`config.mk`:
```
export PLATFORM = sky130hd
export DESIGN_NAME = humidity_temp_frame_decoder
export DESIGN_NICKNAME = d
export VERILOG_FILES = /design/src/hw/rtl/htfd_pkg.sv /design/src/hw/rtl/htfd_frame.sv /design/src/hw/rtl/htfd_convert.sv /design/src/hw/rtl/humidity_temp_frame_decoder.sv
export SDC_FILE = /design/constraint.sdc
export NUM_CORES = 1
export LEC_CHECK = 0
export BUFFER_PORTS_ARGS = -buffer_cell sky130_fd_sc_hd__buf_4
export CORE_ASPECT_RATIO = 1.25
export CORE_MARGIN = 2
export CORE_UTILIZATION = 52
export CTS_CLUSTER_SIZE = 30
export DETAILED_ROUTE_END_ITERATION = 10
export GPL_TIMING_DRIVEN = 0
export HOLD_SLACK_MARGIN = 0.06
export PLACE_DENSITY = 0.78
export RECOVER_POWER = 50
export SYNTH_ARGS = -nofsm -noshare
export SYNTH_HDL_FRONTEND = slang
export SYNTH_SLANG_ARGS = --single-unit
```
`constraint.sdc`:
```
create_clock -name clk -period 8.2 [get_ports clk]
set_clock_uncertainty 0.05 [all_clocks]
set_input_delay 1.23 -clock clk [delete_from_list [all_inputs] [get_ports clk]]
set_output_delay 1.23 -clock clk [all_outputs]
set_load 0.005 [all_outputs]
```
`src/hw/rtl/htfd_pkg.sv`:
```
package htfd_pkg;

	localparam logic [7:0] CRC_POLY = 8'h31;
	localparam logic [7:0] CRC_INIT = 8'hFF;

	// 45 * 65535, the offset of the temperature transfer function.
	localparam logic [23:0] TEMP_OFFSET = 24'd2949075;
	localparam logic [23:0] TEMP_SCALE = 24'd175;
	localparam logic [23:0] HUM_SCALE = 24'd100;
	localparam logic [23:0] HALF_FULL_SCALE = 24'd32767;
	localparam logic [16:0] FULL_SCALE = 17'd65535;

	typedef enum logic [2:0] {
		POS_T_HI,
		POS_T_LO,
		POS_T_CRC,
		POS_H_HI,
		POS_H_LO,
		POS_H_CRC
	} byte_pos_t;

	typedef struct packed {
		logic status;
		logic [15:0] raw_t;
		logic [15:0] raw_h;
	} frame_t;

	function automatic logic [7:0] crc8_byte(input logic [7:0] crc, input logic [7:0] b);
		logic [7:0] c;
		c = crc ^ b;
		for (int k = 0; k < 8; k++) begin
			if (c[7]) begin
				c = {c[6:0], 1'b0} ^ CRC_POLY;
			end else begin
				c = {c[6:0], 1'b0};
			end
		end
		return c;
	endfunction

endpackage

```
`src/hw/rtl/htfd_frame.sv`:
```
module htfd_frame import htfd_pkg::*; (
	input  logic       clk,
	input  logic       arst_n,
	input  logic       s_axis_tvalid,
	output logic       s_axis_tready,
	input  logic [7:0] s_axis_tdata,
	input  logic       s_axis_tuser,
	output logic       frame_valid,
	input  logic       frame_ready,
	output frame_t     frame
);

	logic       valid_s1;
	logic [7:0] byte_s1;
	logic       start_s1;

	byte_pos_t  pos_q;
	logic [7:0] crc_q;
	logic [15:0] tword_q;
	logic [15:0] hword_q;
	logic       tok_q;

	logic       valid_s2;
	frame_t     frame_s2;

	byte_pos_t  pos;
	byte_pos_t  pos_d;
	logic [7:0] crc_d;
	logic [15:0] tword_d;
	logic [15:0] hword_d;
	logic       tok_d;
	logic       last_byte;
	logic       frame_ok;
	logic       s2_free;
	logic       consume;

	assign pos = start_s1 ? POS_T_HI : pos_q;

	always_comb begin
		pos_d = pos_q;
		crc_d = crc_q;
		tword_d = tword_q;
		hword_d = hword_q;
		tok_d = tok_q;
		unique case (pos)
			POS_T_LO: begin
				crc_d = crc8_byte(crc_q, byte_s1);
				tword_d = {tword_q[15:8], byte_s1};
				pos_d = POS_T_CRC;
			end
			POS_T_CRC: begin
				tok_d = (crc_q == byte_s1);
				crc_d = CRC_INIT;
				pos_d = POS_H_HI;
			end
			POS_H_HI: begin
				crc_d = crc8_byte(CRC_INIT, byte_s1);
				hword_d = {byte_s1, 8'h00};
				pos_d = POS_H_LO;
			end
			POS_H_LO: begin
				crc_d = crc8_byte(crc_q, byte_s1);
				hword_d = {hword_q[15:8], byte_s1};
				pos_d = POS_H_CRC;
			end
			POS_H_CRC: begin
				crc_d = CRC_INIT;
				pos_d = POS_T_HI;
			end
			default: begin
				crc_d = crc8_byte(CRC_INIT, byte_s1);
				tword_d = {byte_s1, 8'h00};
				pos_d = POS_T_LO;
			end
		endcase
	end

	always_comb begin
		last_byte = (pos == POS_H_CRC);
		frame_ok = tok_q && (crc_q == byte_s1);
	end

	assign s2_free = !valid_s2 || frame_ready;
	assign consume = valid_s1 && (!last_byte || s2_free);
	assign s_axis_tready = !valid_s1 || consume;

	always_ff @(posedge clk or negedge arst_n) begin
		if (!arst_n) begin
			valid_s1 <= 1'b0;
			valid_s2 <= 1'b0;
			pos_q <= POS_T_HI;
			crc_q <= CRC_INIT;
			tword_q <= '0;
			hword_q <= '0;
			tok_q <= 1'b0;
		end else begin
			if (s_axis_tready) begin
				valid_s1 <= s_axis_tvalid;
			end
			if (consume) begin
				pos_q <= pos_d;
				crc_q <= crc_d;
				tword_q <= tword_d;
				hword_q <= hword_d;
				tok_q <= tok_d;
			end
			if (s2_free) begin
				valid_s2 <= valid_s1 && last_byte;
			end
		end
	end

	always_ff @(posedge clk) begin
		if (s_axis_tvalid && s_axis_tready) begin
			byte_s1 <= s_axis_tdata;
			start_s1 <= s_axis_tuser;
		end
		if (valid_s1 && last_byte && s2_free) begin
			frame_s2.status <= !frame_ok;
			frame_s2.raw_t <= frame_ok ? tword_q : 16'h0000;
			frame_s2.raw_h <= frame_ok ? hword_q : 16'h0000;
		end
	end

	assign frame_valid = valid_s2;
	assign frame = frame_s2;

endmodule

```
`src/hw/rtl/htfd_convert.sv`:
```
module htfd_convert import htfd_pkg::*; (
	input  logic        clk,
	input  logic        arst_n,
	input  logic        frame_valid,
	output logic        frame_ready,
	input  frame_t      frame,
	output logic        m_axis_tvalid,
	input  logic        m_axis_tready,
	output logic [47:0] m_axis_tdata,
	output logic        m_axis_tuser
);

	// Rounded quotient by 65535 for values well below 2^24: split by 65536, fold
	// the high part back in, then one compare and subtract.
	function automatic logic [7:0] div_round(input logic [23:0] mag);
		logic [23:0] x;
		logic [16:0] r;
		x = mag + HALF_FULL_SCALE;
		r = {1'b0, x[15:0]} + {9'd0, x[23:16]};
		return x[23:16] + {7'd0, (r >= FULL_SCALE)};
	endfunction

	logic        valid_s3;
	frame_t      frame_s3;
	logic        neg_s3;
	logic [23:0] tmag_s3;
	logic [23:0] hmag_s3;

	logic        valid_s4;
	frame_t      frame_s4;
	logic [8:0]  temp_s4;
	logic [6:0]  hum_s4;

	logic [23:0] tprod;
	logic        tneg;
	logic [23:0] tdiff;
	logic [7:0]  tq;
	logic [7:0]  hq;
	logic        ready4;

	always_comb begin
		tprod = {8'd0, frame.raw_t} * TEMP_SCALE;
		tneg = (tprod < TEMP_OFFSET);
		tdiff = tneg ? (TEMP_OFFSET - tprod) : (tprod - TEMP_OFFSET);
		tq = div_round(tmag_s3);
		hq = div_round(hmag_s3);
	end

	assign ready4 = !valid_s4 || m_axis_tready;
	assign frame_ready = !valid_s3 || ready4;

	always_ff @(posedge clk or negedge arst_n) begin
		if (!arst_n) begin
			valid_s3 <= 1'b0;
			valid_s4 <= 1'b0;
		end else begin
			if (frame_ready) begin
				valid_s3 <= frame_valid;
			end
			if (ready4) begin
				valid_s4 <= valid_s3;
			end
		end
	end

	always_ff @(posedge clk) begin
		if (frame_valid && frame_ready) begin
			frame_s3 <= frame;
			neg_s3 <= tneg;
			tmag_s3 <= tdiff;
			hmag_s3 <= {8'd0, frame.raw_h} * HUM_SCALE;
		end
		if (valid_s3 && ready4) begin
			frame_s4 <= frame_s3;
			if (frame_s3.status) begin
				temp_s4 <= '0;
				hum_s4 <= '0;
			end else begin
				temp_s4 <= neg_s3 ? (9'd0 - {1'b0, tq}) : {1'b0, tq};
				hum_s4 <= hq[6:0];
			end
		end
	end

	assign m_axis_tvalid = valid_s4;
	assign m_axis_tuser = frame_s4.status;
	assign m_axis_tdata = {hum_s4, temp_s4, frame_s4.raw_h, frame_s4.raw_t};

endmodule

```
`src/hw/rtl/humidity_temp_frame_decoder.sv`:
```
// Decoder for the six-byte measurement frame of a temperature/humidity sensor.
// The slave stream carries one frame byte per item: temperature word (high byte
// first), its CRC-8, humidity word (high byte first), its CRC-8. A set tuser bit
// restarts the frame at the byte it comes with. The CRC-8 uses polynomial 0x31,
// initial value 0xFF, and is checked over each word on its own.
// After the sixth byte the master stream carries one item: tuser is set on a
// CRC mismatch, and then all of tdata is zero. Otherwise tdata holds the raw
// words, the rounded temperature in degrees Celsius and the rounded humidity.
// A byte is accepted in every cycle unless a stalled receiver has filled the
// stages. The last byte of a frame passes the input register, the frame check,
// the product register and the scaling stage, which is the output register.
// Reset clears all valid flags and the frame position, so the next byte is
// taken as the first byte of a frame. When the receiver stalls, the result waits
// in the output register while bytes keep flowing until a second and third
// finished result fill the stages behind it; tready falls at the next last byte.
module humidity_temp_frame_decoder import htfd_pkg::*; (
	input  logic        clk,
	input  logic        arst_n,
	input  logic        s_axis_tvalid,
	output logic        s_axis_tready,
	input  logic [7:0]  s_axis_tdata,  // [7:0] rx_byte
	input  logic        s_axis_tuser,  // [0] frame_start
	output logic        m_axis_tvalid,
	input  logic        m_axis_tready,
	output logic [47:0] m_axis_tdata,  // [15:0] raw_temperature, [31:16] raw_humidity,
	                                   // [40:32] temperature_c, [47:41] humidity_pct
	output logic        m_axis_tuser   // [0] status
);

	logic   frame_valid;
	logic   frame_ready;
	frame_t frame;

	htfd_frame u_frame (
		.clk          (clk),
		.arst_n       (arst_n),
		.s_axis_tvalid(s_axis_tvalid),
		.s_axis_tready(s_axis_tready),
		.s_axis_tdata (s_axis_tdata),
		.s_axis_tuser (s_axis_tuser),
		.frame_valid  (frame_valid),
		.frame_ready  (frame_ready),
		.frame        (frame)
	);

	htfd_convert u_convert (
		.clk          (clk),
		.arst_n       (arst_n),
		.frame_valid  (frame_valid),
		.frame_ready  (frame_ready),
		.frame        (frame),
		.m_axis_tvalid(m_axis_tvalid),
		.m_axis_tready(m_axis_tready),
		.m_axis_tdata (m_axis_tdata),
		.m_axis_tuser (m_axis_tuser)
	);

	a_fail_zero: assert property (@(posedge clk) disable iff (!arst_n)
		m_axis_tvalid && m_axis_tuser |-> m_axis_tdata == 48'd0)
		else $error("failed frame carries nonzero data");

	a_range: assert property (@(posedge clk) disable iff (!arst_n)
		m_axis_tvalid && !m_axis_tuser |->
			m_axis_tdata[47:41] <= 7'd100 &&
			$signed(m_axis_tdata[40:32]) >= -9'sd45 &&
			$signed(m_axis_tdata[40:32]) <= 9'sd130)
		else $error("converted value out of range");

	a_frame_hold: assert property (@(posedge clk) disable iff (!arst_n)
		frame_valid && !frame_ready |=> frame_valid && $stable(frame))
		else $error("frame result lost between stages");

endmodule
```
# == Word-level counts from Yosys, hierarchy flattened ==
# Cells that the tools add are included.
# word_totals
register_bits,218
in_bits,13
output_inout_bits,51
elab_cells,177
# op_classes
n_addsub,9
n_mul,2
order_cmp,3
n_eq_ne,6
n_mux,65
bitwise_logic,36
reduce_logical,28
# ops
cell,count
2-to-1 mux 8 bit,29
2-to-1 mux 6 bit,30
NOT 3 bit,30
one-hot mux 16 bit (2 select lines),2
adder 16 x 8 -> 17 bit,2
>= comparator 17 x 16 -> 1 bit (second input constant),2
one-hot mux 8 bit (4 select lines),1
adder 23 x 15 -> 24 bit (second input constant),1
adder 24 x 15 -> 24 bit (second input constant),1
less-than comparator 24 x 22 -> 1 bit (second input constant),1
multiplier 16 x 8 -> 24 bit (second input constant),1
2-to-1 mux 24 bit,1
subtractor 22 x 24 -> 24 bit (first input constant),1
subtractor 24 x 22 -> 24 bit (second input constant),1
multiplier 16 x 5 -> 21 bit (second input constant),1
one-hot mux 3 bit (5 select lines),1
subtractor 1 x 8 -> 9 bit (first input constant),1
adder 8 x 1 -> 8 bit,1
== test 8 bit,1
NOT 8 bit,1
XOR 8 bit,1
adder 7 x 1 -> 7 bit,1
logical AND 1 bit,7
== test 3 x 2 -> 1 bit (second input constant),2
other kinds (12),29

# == Depth between registers and ports, before layout ==
# Gate-level depths: netlist of the first run.
# depth
depth_word,25
mapped_depth,28
mapped_depth_nobuf,27

# == Modules after synthesis ==
# A second synthesis of the first run with hierarchy kept.
# unflattened
cells_unflattened,1449
hier_area_um2,15890.2
# by_module_without_submodules
mod,n_inst,cells_each,area_per_inst_um2,seq_area_each_um2
htfd_convert,1,1152,11992.8,3803.6
htfd_frame,1,297,3897.5,2422.3

# == Worst setup path after synthesis of the first run ==
# OpenSTA, ideal clock, no wires.
# synth_path
path_type,register to register
start,register u_frame.frame_s2 (netlist bit u_frame.frame[20])
end,register u_convert.tmag_s3[3] (data pin)
setup_time_ns,0.260
t_arrival_ns,5.473
required_ns,7.890
path_slack_ns,2.417
path_stages_with_launch,18
n_path_buf,1
synth_period_minus_slack_ns,5.783
path_cell_list,edfxtp_1 > ha_1 > inv_1 > fa_1 > inv_1 > fa_1 > fa_1 > ha_1 > a211oi_1 > o21ai_0 > nor2b_1 > or4_1 > a211oi_2 > o41a_1 > o21ai_1 > nor3_2 > buf_2 > mux2_2
# synth_via
elab_chain_len,3
# synth_lines
element,line_no,text
from (decl),htfd_frame.sv:24,frame_t frame_s2;
multiplier 16 x 8 -> 24 bit,htfd_convert.sv:42,"tprod = {8'd0, frame.raw_t} * TEMP_SCALE;"
less-than comparator 24 x 22 -> 1 bit,htfd_convert.sv:43,tneg = (tprod < TEMP_OFFSET);
named net u_convert.tneg,htfd_convert.sv:35,logic tneg;
2-to-1 mux 24 bit,htfd_convert.sv:44,tdiff = tneg ? (TEMP_OFFSET - tprod) : (tprod - TEMP_OFFSET);
named net u_convert.tdiff[3],htfd_convert.sv:36,logic [23:0] tdiff;
to (signal assigned),htfd_convert.sv:70,tmag_s3 <= tdiff;
to (decl),htfd_convert.sv:26,logic [23:0] tmag_s3;
# The timed path passes the listed nets, and every way through them passes these cells.
# A chain may end at the register's enable or synchronous reset.

# == Worst setup path in the final report of the first run ==
# layout_path
start,register u_convert.tmag_s3[5]
end,register u_convert.temp_s4[7] (data pin)
# layout_via
elab_chain_len,6
# layout_lines
element,line_no,text
adder 24 x 15 -> 24 bit *,htfd_convert.sv:18,x = mag + HALF_FULL_SCALE;
adder 16 x 8 -> 17 bit,htfd_convert.sv:19,"r = {1'b0, x[15:0]} + {9'd0, x[23:16]};"
>= comparator 17 x 16 -> 1 bit,htfd_convert.sv:20,"return x[23:16] + {7'd0, (r >= FULL_SCALE)};"
adder 8 x 1 -> 8 bit *,htfd_convert.sv:20,
subtractor 1 x 8 -> 9 bit,htfd_convert.sv:79,"temp_s4 <= neg_s3 ? (9'd0 - {1'b0, tq}) : {1'b0, tq};"
2-to-1 mux 8 bit *,htfd_convert.sv:79,
to (signal assigned),htfd_convert.sv:79,
to (decl),htfd_convert.sv:31,logic [8:0] temp_s4;
# Every way passes the cells marked *; elsewhere a longest branch is shown, timed or not.

==> results of run 1 <==
## path summary, 6_finish.rpt
path,endpoint,slack (ps),cells after the start
min in group asynchronous,u_frame.hword_q[13],1440,1
max in group asynchronous,u_convert.m_axis_tvalid,5190,1
hold reg to reg,u_convert.m_axis_tdata[20],360,0
setup reg to reg,u_convert.temp_s4[7],1500,25
setup / recovery,u_convert.temp_s4[7],1500,25
hold / removal,u_convert.m_axis_tdata[20],360,0
## Yosys cell counts, drive strengths merged, types with 4 or more instances
cell type | number | share of area
mux2 | 8 | 0.0059
or3 | 16 | 0.0065
ha | 145 | 0.12
dfstp | 8 | 0.014
nor3 | 24 | 0.0081
edfxtp | 167 | 0.33
inv | 187 | 0.046
a31oi | 10 | 0.0041
and2 | 13 | 0.0053
o211ai | 10 | 0.0049
o2111ai | 6 | 0.0046
fa | 65 | 0.085
xor2 | 45 | 0.026
or2 | 6 | 0.0024
xnor2 | 113 | 0.064
or4 | 8 | 0.0039
nor3b | 5 | 0.0028
nor2b | 8 | 0.0033
o22ai | 7 | 0.0028
nand2b | 19 | 0.0077
o21bai | 6 | 0.0029
o21ai | 68 | 0.022
o21a | 12 | 0.0059
nand3 | 25 | 0.0081
o41ai | 5 | 0.0028
dfrtp | 40 | 0.065
mux2i | 16 | 0.010
nor2 | 66 | 0.016
o31ai | 10 | 0.0049
a2bb2oi | 4 | 0.0023
nor4 | 6 | 0.0024
nand2 | 108 | 0.026
a211o | 4 | 0.0023
clkbuf | 35 | 0.0085
a21o | 15 | 0.0073
a21oi | 47 | 0.015
nand4 | 11 | 0.0045
a211oi | 6 | 0.0033
buf | 4 | 0.0023
and3 | 43 | 0.017
## metal layers
layer  routed length (um)  up-vias  global-route usage  part of all wire
met1                12370     5132              0.2363              0.42
met4                 1020        0             0.07677             0.035
li1                     -     5239                   -                 -
met5                    0        -                   0                 0
met3                 1172       72             0.02629             0.040
met2                14970      216              0.3559              0.51
## layout make-up
class / instances / area (um2) / share of cell area
plain buffers: 39 / 166.4 / 0.009689
clock buffers: 27 / 633.1 / 0.03686
clock inverters: 13 / 146.4 / 0.008523
inverters: 187 / 701.9 / 0.04087
multi-input cells: 1005 / 8290 / 0.4827
flip-flops and latches: 215 / 6226 / 0.3625
well taps: 396 / 495.5 / 0.02885
repair buffers: 66 / 515.5 / 0.03001
## flip-flops by register name, summed over array words and instances, names as in the netlist, 3 cells and up
name and cells:
u_convert.tmag_s3 24, u_frame.hword_q 16, u_frame.crc_q 8, u_convert.temp_s4 9, u_convert.frame_s3 33, u_frame.byte_s1 8, u_convert.m_axis_tdata 32, u_frame.tword_q 16
u_convert.hmag_s3 18, u_frame.pos_q 3, u_frame.frame 33, u_convert.hum_s4 7
## kinds of logic (layout without fill, tap and decap cells)
kind of cell	count (synthesis)	in the layout
compound gates	242	242
xor+xnor	161	161
fa+ha+maj	211	211
buf+inv	226	332
flops	215	215
mux	24	24
simple gates	367	367
## where the power goes
group / switching (mW) / total, mW / internal (mW)
registers: 0.0659 / 1.40 / 1.33
clock network: 0.427 / 1.05 / 0.622
logic: 0.778 / 1.37 / 0.588
## metrics by stage
stage | util | instances | total power [mW]
after floorplan | - | 1446 | 2.496
after global placement | 0.5606 | 1905 | 2.721
after detailed placement | 0.5634 | 1908 | 2.768
after CTS | 0.5902 | 1948 | 3.831
after global routing | 0.5889 | 1948 | 4.062
final | 0.5889 | 1948 | 3.815
==> impl_metrics.ini, run 1 <==
[finish]
antennaDiodeCount = 0
fin_area_mm2 = 0.01718
syn2layout_area_growth_pct = 11.66
fillers = 2368
final_net_count = 1759
final_cell_mix = 187 x inv_1, 167 x edfxtp_1, 145 x ha_1
layout_commonest_cell = inv_1
drive_gt1_frac = 0.08956

[sta]
max_slew.worst_pin.slew_ps = 3490
period_minus_slack_ps = 6700
finalSetupViolCount = 0
finalCritPeriodShare = 0.8171
rsz0062_at_grt = false
whs_ps = 361.5
relSlewSlack = -1.327
max_freq_mhz = 149.2
tns_ps = 0
hold_viol = 0
fin_ws_ps = 1500
maxSlewViolCount = 142

[synth]
synth_adder_area_share = 0.2032
yosys_warnings = 0
synthCells = 1446
synth_xor_area_frac = 0.09452
synth_compound_area_frac = 0.1046
muxShareOfSynthArea = 0.01627
synth.distinct_cells = 78
yosys.area_share.simple = 0.1202
async_flop_share = 0.2233
syn_area_per_cell_um2 = 10.64
synth_fp_nets = 1669
netlist_area_mm2 = 0.01538
yosysSeqAreaShare = 0.4048
synth_edf_count = 167
synth_top_family_by_area = adder cells
yosys_register_bits = 215
synth_top_flop_cell = edfxtp_1

[routing]
drtIter0Drc = 601
drc = 0
drt-wirelength-per-cell_um = 15.16
vias_per_cell = 5.472
num_vias = 10659
wirelength_mm = 29.54
antenna_left = 0
firstDrtPassIters = 7

[placement]
placed_area_mm2 = 0.01643
gp_congestion = 0.9281
portBuffers = 63
pre_cts_slack_ps = 1630
dp_hpwl_mm = 22.88

[power]
power_density_mw_per_mm2 = 222.1
leakage_nw = 7.332
vdd_drop_max_v = 0.0002128

[worst_setup_path]
slowest_stage = nor4_1
cpPeakStageDelay_ps = 510
worst_setup_path_start_kind = flop
critical_path_buf_inv_count = 3
r2r_start = u_convert.tmag_s3[5]
crit_path_start = u_convert.tmag_s3[5]
crit_type = reg2reg
cp_max_fo = 10
critPathTopFamily = simple AND/OR/NAND/NOR gates
cp-end-kind = flop
crit_arrival_ps = 6920
cp.required_ps = 8420

[grt]
grt_usage = 0.1973
grt_max_degree = 66
grt_antenna_before_repair = 0
overflow = 0
grt_pass1_vias = 10654
grt_first_pass_wirelength_mm = 49.94

[cts]
cts_resized = 0
clock-sinks = 215
cts_setup_buffers = 0
clk_pin_slew_ps = 60
hold_buffers = 0
clockBufferDepth = 3
cts_buffers = 22
cts.htree.levels = 1
clockRootBuffer = clkbuf_16
cts_tree = done
insertion_delay_ps = 520

[floorplanning]
start_util = 0.5274
chipWidth_um = 157.8
die_area_mm2 = 0.03098
die_h_um = 196.3
rows = 70
pin_count = 64
coreArea_mm2 = 0.02917

[run]
maxCapViolCount = 3

[worst_hold_path]
hp-class = reg2reg
hp-start = u_convert.frame_s3[4]

[outcome]
outcome = finished, violations left
violations = max-capacitance violations, max-slew violations
Note: power is estimated with default switching activity, not from simulation.
==> run 2, diff against run 1 <==
- clock period: 8.2 -> 6.4 ns (I/O delays scaled with it)
==> run 2 against run 1 <==
Compared with the run above: the flow still finishes with violations (max-capacitance violations, max-slew violations); die area unchanged; cell area increased by 1.2%; non-clock buffer count increased by 14.
==> impl_metrics.ini, run 2 (synthesis gave the netlist of run 1 again) <==
[worst_setup_path]
worst_setup_path_start_kind = flop
cp-end-kind = flop
crit_type = reg2reg
cpPeakStageDelay_ps = 560
cp_max_fo = 8
cp.required_ps = 6620
reg2reg_depth = 24
cp_cell_sequence = inv_1, ha_1, or4b_4, nand2b_1, clkbuf_2, o21ai_1, xnor2_1, ha_1, inv_1, fa_1, nor3b_2, a311oi_1, o21ai_2, a211oi_1, or4_1, a22oi_2, ha_2, ha_4, nand2_1, nor3_1, xnor2_1, o41ai_2, xnor2_1, nor2_1
slowest_stage = or4_1
crit_top_cell = xnor2_1
crit_arrival_ps = 6340

[worst_hold_path]
hp-class = reg2reg
whs_path_depth = 0

[routing]
drc = 0
num_vias = 10707
firstDrtPassIters = 7
vias_per_cell = 5.457
drtIter0Drc = 616
wirelength_mm = 30.04
antenna_left = 0
drt-wirelength-per-cell_um = 15.31

[sta]
max_slew.worst_pin.slew_ps = 3479
fin_ws_ps = 278.0
relSlewSlack = -1.320
max_freq_mhz = 163.3
finalCritPeriodShare = 0.9566
period_minus_slack_ps = 6122
maxSlewViolCount = 142
hold_viol = 0
finalSetupViolCount = 0
whs_ps = 363.3
tns_ps = 0

[finish]
fin_area_mm2 = 0.01737
antennaDiodeCount = 0
multi_input_area_mm2 = 0.008398
layout_commonest_cell = inv_1
drive_gt1_frac = 0.1066
fin_util = 0.5957
final_cell_mix = 187 x inv_1, 167 x edfxtp_1, 142 x ha_1
syn2layout_area_growth_pct = 12.94
final_net_count = 1773
fillers = 2349
seq_area_mm2 = 0.006226

[placement]
gp_congestion = 0.9281
dp_hpwl_mm = 22.88
portBuffers = 63
pre_cts_slack_ps = -170.4
placed_area_mm2 = 0.01643

[floorplanning]
start_util = 0.5274
coreArea_mm2 = 0.02917
die_h_um = 196.3
pin_count = 64
die_area_mm2 = 0.03098
chipWidth_um = 157.8
rows = 70

[power]
leakage_nw = 7.408
power_density_mw_per_mm2 = 283.3
vdd_drop_max_v = 0.0002726

[cts]
clockBufferDepth = 3
cts_buffers = 22
cts_tree = done
clock-sinks = 215
clockRootBuffer = clkbuf_16
cts.htree.levels = 1
insertion_delay_ps = 530
clk_pin_slew_ps = 60

[grt]
grt_antenna_before_repair = 0
grt_first_pass_wirelength_mm = 50.03
grt_pass1_vias = 10658
overflow = 0
grt_usage = 0.1976
grt_max_degree = 66

[outcome]
outcome = finished, violations left
violations = max-capacitance violations, max-slew violations

[run]
maxCapViolCount = 3
## run 2: worst max-delay path: cells and delay by family (launching register included)
family / cells / cell delay (ps)
xor gates and xnor gates: 3 / 590
AOI/OAI and AO/OA: 6 / 1280
adders and majority gates: 5 / 1350
DFF: 1 / 390
and+or+nand+nor: 7 / 1840
buffers and inverters: 3 / 360
## run 2: what timing repair did
action	4_1_cts	5_1_grt
pin swaps	0	1
setup buffers	1	15
hold buffers	0	0
resized for setup	5	20
setup endpoints to repair	5	25
## run 2: through the flow
stage | cells | total power [mW]
after global routing | 1962 | 5.240
final | 1962 | 4.921
after floorplan | 1446 | 3.198
after global placement | 1905 | 3.487
after detailed placement | 1908 | 3.546
after CTS | 1948 | 4.909
## run 2: path summary, 6_finish.rpt
| path | from | endpoint | slack [ps] |
|---|---|---|---|
| worst max-delay path | u_convert.tmag_s3[0] | u_convert.temp_s4[7] | 280 |
| worst min-delay path | u_convert.frame_s3[4] | u_convert.m_axis_tdata[20] | 360 |
| worst max register to register | u_convert.tmag_s3[0] | u_convert.temp_s4[7] | 280 |
| worst min register to register | u_convert.frame_s3[4] | u_convert.m_axis_tdata[20] | 360 |
| max in group asynchronous | arst_n | u_convert.m_axis_tvalid | 3640 |
| min in group asynchronous | arst_n | u_frame.hword_q[13] | 1180 |
## run 2: layout make-up
class	instances	area share
flip-flops and latches	215	0.3584
inverters	187	0.04040
clock inverters	13	0.008426
multi-input cells	1005	0.4834
clock buffers	27	0.03644
plain buffers	37	0.009363
repair buffers	82	0.03507
well taps	396	0.02852
## run 2: per-layer routing
layer  global-route usage  wire (um)  vias up
met3              0.02695       1270       77
met1               0.2365      12430     5153
li1                     -          -     5268
met2               0.3554      15300      209
met4              0.07845       1039        0
met5                    0          0        -
## run 2: power by group
part | total (mW) | switching, mW | internal (mW)
logic | 1.79 | 1.02 | 0.768
registers | 1.79 | 0.0829 | 1.71
clock network | 1.34 | 0.547 | 0.797
total | 4.92 | 1.65 | 3.27
